<file path="src/rtl/core/tmpd_pkg.sv">
// Shared types and constants for the tape mark pulse decoder.
// Used by tmpd_step and the tape_mark_pulse_decoder top level; no dependencies.
package tmpd_pkg;

    // Result codes carried in the low bits of the result tdata.
    typedef enum logic [1:0] {
        KIND_GOAL    = 2'd0,
        KIND_LEFT    = 2'd1,
        KIND_FORWARD = 2'd2,
        KIND_RIGHT   = 2'd3
    } tape_kind_t;

    // Input operation codes carried in the input tuser.
    typedef enum logic {
        OP_SAMPLE = 1'b0,
        OP_RESUME = 1'b1
    } op_t;

    // Configuration register indexes (byte address divided by four).
    localparam logic [2:0] REG_REFLECT_THRESHOLD = 3'd0;
    localparam logic [2:0] REG_LENGTH_BORDER     = 3'd1;
    localparam logic [2:0] REG_LONG_MARK_LIMIT   = 3'd2;
    localparam logic [2:0] REG_GOAL_GAP_LIMIT    = 3'd3;
    localparam logic [2:0] REG_RELEASE_SAMPLES   = 3'd4;

    localparam logic [7:0]  RST_REFLECT_THRESHOLD = 8'd100;
    localparam logic [15:0] RST_LENGTH_BORDER     = 16'd180;
    localparam logic [15:0] RST_LONG_MARK_LIMIT   = 16'd500;
    localparam logic [15:0] RST_GOAL_GAP_LIMIT    = 16'd300;
    localparam logic [7:0]  RST_RELEASE_SAMPLES   = 8'd10;

    localparam logic [15:0] FLOOR_SAT = 16'd65000;
    localparam logic [15:0] MARK_SAT  = 16'hFFFF;

    typedef struct packed {
        logic [7:0]  reflect_threshold;
        logic [15:0] length_border;
        logic [15:0] long_mark_limit;
        logic [15:0] goal_gap_limit;
        logic [7:0]  release_samples;
    } cfg_t;

    typedef struct packed {
        logic       valid;
        tape_kind_t tape_kind;
        logic       enters_follow;
    } result_t;

endpackage

</file>
<file path="src/rtl/core/tmpd_step.sv">
// Decoder state and the per-transaction update of mark and floor counters.
// Depends on tmpd_pkg for the configuration and result types.
module tmpd_step (
    input  logic              aclk,
    input  logic              aresetn,
    input  tmpd_pkg::cfg_t    cfg,
    input  logic              fire,
    input  logic              op,
    input  logic [7:0]        sample,
    output tmpd_pkg::result_t result
);
    import tmpd_pkg::*;

    typedef struct packed {
        logic [15:0] mark_length;
        logic [15:0] floor_length;
        logic        over_mark;
        logic        in_pair;
        logic [15:0] first_length;
        logic [7:0]  release_count;
        logic        halted;
    } state_t;

    state_t state_reg;
    state_t state_next;

    always_comb begin
        logic [15:0] mark_inc;
        logic [15:0] floor_inc;
        logic [7:0]  rel_inc;
        logic        a_short;
        logic        b_short;

        state_next             = state_reg;
        result.valid           = 1'b0;
        result.tape_kind       = KIND_GOAL;
        result.enters_follow   = 1'b0;
        mark_inc  = (state_reg.mark_length < MARK_SAT) ?
                    state_reg.mark_length + 16'd1 : state_reg.mark_length;
        floor_inc = (state_reg.floor_length < FLOOR_SAT) ?
                    state_reg.floor_length + 16'd1 : state_reg.floor_length;
        rel_inc   = state_reg.release_count + 8'd1;
        a_short   = state_reg.first_length <= cfg.length_border;
        b_short   = state_reg.mark_length <= cfg.length_border;

        if (fire) begin
            if (op == OP_RESUME) begin
                state_next.halted = 1'b0;
            end else if (!state_reg.halted && sample != 8'd0) begin
                if (sample > cfg.reflect_threshold) begin
                    state_next.over_mark    = 1'b1;
                    state_next.floor_length = '0;
                    state_next.mark_length  = mark_inc;
                    if (mark_inc > cfg.long_mark_limit) begin
                        state_next.in_pair       = 1'b0;
                        state_next.halted        = 1'b1;
                        state_next.mark_length   = '0;
                        result.valid             = 1'b1;
                        result.tape_kind         = KIND_GOAL;
                        result.enters_follow     = 1'b1;
                    end
                end else if (sample < cfg.reflect_threshold) begin
                    if (state_reg.over_mark) begin
                        state_next.release_count = rel_inc;
                        if (rel_inc > cfg.release_samples) begin
                            state_next.release_count = '0;
                            state_next.over_mark     = 1'b0;
                            // A mark of length one is dropped and its count carries on.
                            if (state_reg.mark_length != 16'd1) begin
                                state_next.mark_length = '0;
                                if (state_reg.in_pair) begin
                                    state_next.in_pair = 1'b0;
                                    priority if (state_reg.mark_length == 16'd0) begin
                                        result.valid     = 1'b1;
                                        result.tape_kind = KIND_GOAL;
                                    end else if (a_short && !b_short) begin
                                        result.valid     = 1'b1;
                                        result.tape_kind = KIND_LEFT;
                                    end else if (a_short && b_short) begin
                                        result.valid     = 1'b1;
                                        result.tape_kind = KIND_FORWARD;
                                    end else if (!a_short && b_short) begin
                                        result.valid     = 1'b1;
                                        result.tape_kind = KIND_RIGHT;
                                    end else begin
                                        result.valid     = 1'b0;
                                    end
                                end else begin
                                    state_next.in_pair      = 1'b1;
                                    state_next.first_length = state_reg.mark_length;
                                end
                            end
                        end
                    end else begin
                        state_next.floor_length = floor_inc;
                        if (floor_inc > cfg.goal_gap_limit && state_reg.in_pair) begin
                            state_next.in_pair      = 1'b0;
                            state_next.halted       = 1'b1;
                            state_next.floor_length = '0;
                            result.valid            = 1'b1;
                            result.tape_kind        = KIND_GOAL;
                            result.enters_follow    = 1'b1;
                        end
                    end
                end
            end
        end
    end

    always_ff @(posedge aclk) begin
        if (!aresetn) begin
            state_reg <= '0;
        end else begin
            state_reg <= state_next;
        end
    end

endmodule

</file>
<file path="src/rtl/core/tape_mark_pulse_decoder.sv">
// Top level of the tape mark pulse decoder: stream ports, APB register file,
// input and result registers. Depends on tmpd_pkg and tmpd_step.
//
// The decoder takes one reflectance sample per input transaction and sustains
// one transaction per clock cycle while the result side is not stalled. That
// rate is set by the single pass of compare and counter logic in tmpd_step
// between the input register and the result register. A transaction is
// captured in the input register and is decoded once the result register is
// free or is being emptied. Any result is written into the result register
// as it is decoded. While a result waits for m_tready, the input register
// holds at most one transaction and the input side stalls until the result
// leaves. Samples above reflect_threshold lengthen the current mark. Lower
// nonzero samples count toward releasing the mark or toward the goal gap. A
// zero sample, or a sample equal to the threshold, is ignored. After a goal
// with enters_follow set, sample transactions are dropped until a resume
// transaction (tuser high) arrives.
// Registers sit at byte addresses 0 (reflect_threshold), 4 (length_border),
// 8 (long_mark_limit), 12 (goal_gap_limit) and 16 (release_samples), and should
// be written only while no transaction is in flight.
module tape_mark_pulse_decoder (
    input  logic        aclk,
    input  logic        aresetn,
    // Input stream.
    input  logic        s_tvalid,
    output logic        s_tready,
    input  logic [7:0]  s_tdata,   // [7:0] sample
    input  logic        s_tuser,   // [0] op: 0 sample, 1 resume
    // Result stream.
    output logic        m_tvalid,
    input  logic        m_tready,
    output logic [7:0]  m_tdata,   // [1:0] tape_kind, [7:2] zero
    output logic        m_tuser,   // [0] enters_follow
    // Configuration port.
    input  logic        psel,
    input  logic        penable,
    input  logic        pwrite,
    input  logic [4:0]  paddr,
    input  logic [31:0] pwdata,
    output logic [31:0] prdata,
    output logic        pready
);
    import tmpd_pkg::*;

    cfg_t        cfg_reg;
    logic [2:0]  reg_index;

    logic        in_valid_reg;
    logic        in_op_reg;
    logic [7:0]  in_sample_reg;
    logic        in_advance;

    result_t     step_result;
    logic        out_valid_reg;
    tape_kind_t  out_kind_reg;
    logic        out_follow_reg;

    // Register file. pready is tied high, so no access has wait states.
    assign pready    = 1'b1;
    assign reg_index = paddr[4:2];

    always_ff @(posedge aclk) begin
        if (!aresetn) begin
            cfg_reg.reflect_threshold <= RST_REFLECT_THRESHOLD;
            cfg_reg.length_border     <= RST_LENGTH_BORDER;
            cfg_reg.long_mark_limit   <= RST_LONG_MARK_LIMIT;
            cfg_reg.goal_gap_limit    <= RST_GOAL_GAP_LIMIT;
            cfg_reg.release_samples   <= RST_RELEASE_SAMPLES;
        end else if (psel && penable && pwrite) begin
            case (reg_index)
                REG_REFLECT_THRESHOLD: cfg_reg.reflect_threshold <= pwdata[7:0];
                REG_LENGTH_BORDER:     cfg_reg.length_border     <= pwdata[15:0];
                REG_LONG_MARK_LIMIT:   cfg_reg.long_mark_limit   <= pwdata[15:0];
                REG_GOAL_GAP_LIMIT:    cfg_reg.goal_gap_limit    <= pwdata[15:0];
                REG_RELEASE_SAMPLES:   cfg_reg.release_samples   <= pwdata[7:0];
                default: begin
                end
            endcase
        end
    end

    always_comb begin
        case (reg_index)
            REG_REFLECT_THRESHOLD: prdata = {24'd0, cfg_reg.reflect_threshold};
            REG_LENGTH_BORDER:     prdata = {16'd0, cfg_reg.length_border};
            REG_LONG_MARK_LIMIT:   prdata = {16'd0, cfg_reg.long_mark_limit};
            REG_GOAL_GAP_LIMIT:    prdata = {16'd0, cfg_reg.goal_gap_limit};
            REG_RELEASE_SAMPLES:   prdata = {24'd0, cfg_reg.release_samples};
            default:               prdata = 32'd0;
        endcase
    end

    // The held transaction is decoded whenever the result register is free or
    // is being emptied this cycle. Decoding updates the decoder state, so it
    // happens exactly once per accepted transaction.
    assign in_advance = in_valid_reg && (!out_valid_reg || m_tready);
    assign s_tready   = !in_valid_reg || in_advance;

    always_ff @(posedge aclk) begin
        if (!aresetn) begin
            in_valid_reg <= 1'b0;
        end else if (s_tready) begin
            in_valid_reg <= s_tvalid;
        end
    end

    always_ff @(posedge aclk) begin
        if (s_tready && s_tvalid) begin
            in_op_reg     <= s_tuser;
            in_sample_reg <= s_tdata;
        end
    end

    tmpd_step u_step (
        .aclk    (aclk),
        .aresetn (aresetn),
        .cfg     (cfg_reg),
        .fire    (in_advance),
        .op      (in_op_reg),
        .sample  (in_sample_reg),
        .result  (step_result)
    );

    // Result register. Transactions that produce no result simply leave it
    // empty.
    always_ff @(posedge aclk) begin
        if (!aresetn) begin
            out_valid_reg <= 1'b0;
        end else if (!out_valid_reg || m_tready) begin
            out_valid_reg <= in_advance && step_result.valid;
        end
    end

    always_ff @(posedge aclk) begin
        if (in_advance && step_result.valid) begin
            out_kind_reg   <= step_result.tape_kind;
            out_follow_reg <= step_result.enters_follow;
        end
    end

    assign m_tvalid = out_valid_reg;
    assign m_tdata  = {6'd0, out_kind_reg};
    assign m_tuser  = out_follow_reg;

endmodule
</file>
<file path="config.mk">
export PLATFORM = sky130hd
export DESIGN_NAME = tape_mark_pulse_decoder
export DESIGN_NICKNAME = d
export VERILOG_FILES = /design/src/rtl/core/tmpd_pkg.sv /design/src/rtl/core/tmpd_step.sv /design/src/rtl/core/tape_mark_pulse_decoder.sv
export SDC_FILE = /design/constraint.sdc
export NUM_CORES = 1
export LEC_CHECK = 0
export ABC_AREA = 1
export BUFFER_PORTS_ARGS = -buffer_cell sky130_fd_sc_hd__buf_2
export CAP_MARGIN = 20
export CORE_MARGIN = 5
export CORE_UTILIZATION = 45
export CTS_CLUSTER_SIZE = 12
export DETAILED_ROUTE_END_ITERATION = 12
export GPL_TIMING_DRIVEN = 0
export PLACE_DENSITY = 0.76
export SLEW_MARGIN = 20
export SYNTH_ARGS = -nofsm -noshare
export SYNTH_HDL_FRONTEND = slang
export SYNTH_SLANG_ARGS = --single-unit
</file>
<file path="constraint.sdc">
create_clock -name aclk -period 3.7 [get_ports aclk]
set_clock_uncertainty 0.1 [all_clocks]
set_input_delay 0.74 -clock aclk [delete_from_list [all_inputs] [get_ports aclk]]
set_output_delay 0.74 -clock aclk [all_outputs]
set_load 0.01 [all_outputs]
</file>
==> impl_metrics.json <==
{
  "rows": 50,
  "detailed_place_hpwl_um": 19990,
  "synth_edf_count": 12,
  "syn2layout_area_growth_pct": 14.92,
  "final_common_cell": "nand2_1",
  "cap_violations": 0,
  "netlist.area_leader.share_pct": 28.72,
  "grt_pass1_wl_um": 40030,
  "cts_hold_buf": 0,
  "overflow": 0,
  "ys_ff_latch": 137,
  "cts-resized-gates": 0,
  "yosysTopAreaCell": "dfxtp_1",
  "vias": 8446,
  "place.gp.congestion": 0.9309,
  "mostFrequentLayoutCells": "nand2_1, inv_1, a21oi_1",
  "drv_slew": 0,
  "drive_gt1_share_pct": 12.09,
  "p_comb_share_pct": 8.2,
  "clk_latency_ps": 430,
  "final_nets": 1444,
  "grt_max_degree": 17,
  "netlist_area_sq_mm": 0.008713,
  "synth_cell_types": 50,
  "setup_viol": 0,
  "cts_tree": "yes",
  "p_leak_nw": 4.666,
  "cp_data_arrival_time_ps": 3470,
  "required_ps": 3730,
  "fillers": 1844,
  "crit_fanout": 10,
  "antenna_found_initial": 0,
  "p_sw_mw": 0.8865,
  "synth_area_leaders": "dfxtp_1, ha_1, nand2_1",
  "drt_iter0_drc": 711,
  "ys_warn_count": 0,
  "n_antenna_cell": 0,
  "fp.dieArea_sq_mm": 0.02225,
  "finalHoldViolCount": 0,
  "top_usage_layer": "met2",
  "path_class": "reg2reg",
  "irDropWorstVdd_mv": 0.3130,
  "end_kind": "flop",
  "grtUsageMet3_pct": 4.132,
  "io_buffer_count": 54,
  "worst_pin_slew_ps": 762.2,
  "wl_per_cell_um": 16.09,
  "drtAntennaViolNets": 0,
  "die_x_um": 149.2,
  "seq_area_frac_synth_pct": 32.85,
  "min_period_over_period_pct": 92.80,
  "track_usage_pct": 22.89,
  "use_met1_pct": 30.12,
  "swShare_pct": 24.55,
  "htree_levels": 4,
  "rsz0062_at_grt": "no",
  "fp.dieH_um": 149.2,
  "p_int_mw": 2.724,
  "start_util_pct": 46.12,
  "min_path_type": "reg2reg",
  "syn_area_per_cell_sq_um": 7.213,
  "synthCells": 1208,
  "hold_depth": 2,
  "fmax_ghz": 0.2913,
  "core_sq_mm": 0.01889,
  "numClockSinks": 137,
  "grt_util_met2_pct": 37.45,
  "slew_headroom_pct": 48.65,
  "rr_worst_depth": 18,
  "sequentialPowerShare_pct": 42.4,
  "finalCriticalPeriod_ps": 3433,
  "cts_setup_buffers": 0,
  "dr.pass1.iters": 8,
  "clk_pin_slew_ps": 60,
  "clock_path_buffers": 2,
  "tns_ps": 0,
  "drcViolationCount": 0,
  "wl_um": 25340,
  "cts_buffers": 17,
  "worst_setup_path_start_kind": "flop",
  "cts_root_buf": "clkbuf_16",
  "io_pins": 97,
  "fin_util_pct": 53.00,
  "grt_pass1_vias": 7876,
  "synth-main-ff-cell": "dfxtp_1",
  "clkPwrFrac_pct": 49.5,
  "synthArstFlopShare_pct": 0,
  "p_per_area_mw_per_mm2": 360.6,
  "largest_reg_flops": 64,
  "status": "finished, final reports clean",
  "viasPerCell": 5.363
}
[final cells by class]
type	instances	area [sq um]	share of cell area [%]
multi-input cells	863	4940	49.33
well taps	260	325.3	3.249
flip-flops and latches	137	2863	28.59
clock inverters	11	143.9	1.437
repair buffers	54	270.3	2.699
clock buffers	21	471.7	4.711
inverters	168	635.6	6.348
plain buffers	61	364.1	3.636
[synth_stat cells, types with 6 or more instances]
cell      instances
nor2_1          117
nand4_1          17
ha_1             89
edfxtp_1         12
dfxtp_1         125
nand2_1         203
a221oi_1          7
xor2_1           24
o21ai_0          98
buf_4            24
inv_1           159
nor3_1           15
a22oi_1           6
a21oi_1         142
inv_2             7
o211ai_1         14
nand3_1          53
clkbuf_1         15
buf_2            17
[stage by stage]
step | cells | power (mW) | hold WS [ps] | cell area (sq um) | setup slack, ps
2_1_floorplan | 1229 | 1.743 | 327.4 | 8792 | 997.3
3_3_place_gp | 1543 | 1.841 | 335.0 | 9388 | 362.1
3_5_place_dp | 1543 | 1.847 | 343.8 | 9388 | 343.5
4_1_cts | 1575 | 3.623 | 354.2 | 10000 | 304.6
5_1_grt | 1575 | 3.718 | 362.9 | 10010 | 17.42
6_report | 1575 | 3.611 | 347.9 | 10010 | 266.6
[worst paths after layout]
check                  startpoint                    to  slack [ps]
max reg2reg  u_step.state_reg[43]       out_kind_reg[1]         270
min reg2reg  u_step.state_reg[21]  u_step.state_reg[21]         350
min          u_step.state_reg[21]  u_step.state_reg[21]         350
max          u_step.state_reg[43]       out_kind_reg[1]         270
[metal layers]
metal / share of wire [%] / vias to the layer above
met4: 3.1 / 0
li1: - / 4167
met5: 0 / -
met2: 47 / 324
met3: 8.0 / 60
met1: 42 / 3895
[logic make-up (layout without fill, tap and decap cells)]
kind of cell / after synthesis / in the layout / share of synthesized area (%)
compound gates: 290 / 290 / 18.15
xor+xnor: 29 / 29 / 2.915
fa+ha+maj: 89 / 89 / 12.78
buf+inv: 229 / 315 / 11.47
flops: 137 / 137 / 32.85
other cells: 2 / 23 / 0.08619
simple gates: 432 / 432 / 21.74
[power by group through the flow]
stage	combinational [mW]	clock [mW]	sequential, mW
floorplan	0.186	0	1.56
global placement	0.280	0	1.56
CTS	0.287	1.81	1.53
global route	0.323	1.86	1.53
detailed placement	0.286	0	1.56
finish	0.294	1.79	1.53
[worst max-delay path, cell delays in order, from the launching register on]
cell and delay (ps):
dfxtp_1 480, ha_1 310, and3_1 240, nand2_1 110, nor2_2 210, inv_1 150
buf_6 170, nand2_1 120, ha_1 150, nand2_1 70, nor2_1 210, nand2_1 80
nand2_1 80, nand2_1 50, nand2_1 70, nand3_1 100, nand2_1 130, nand2_1 140
nand2_1 160
(Power assumes the default switching activity.)
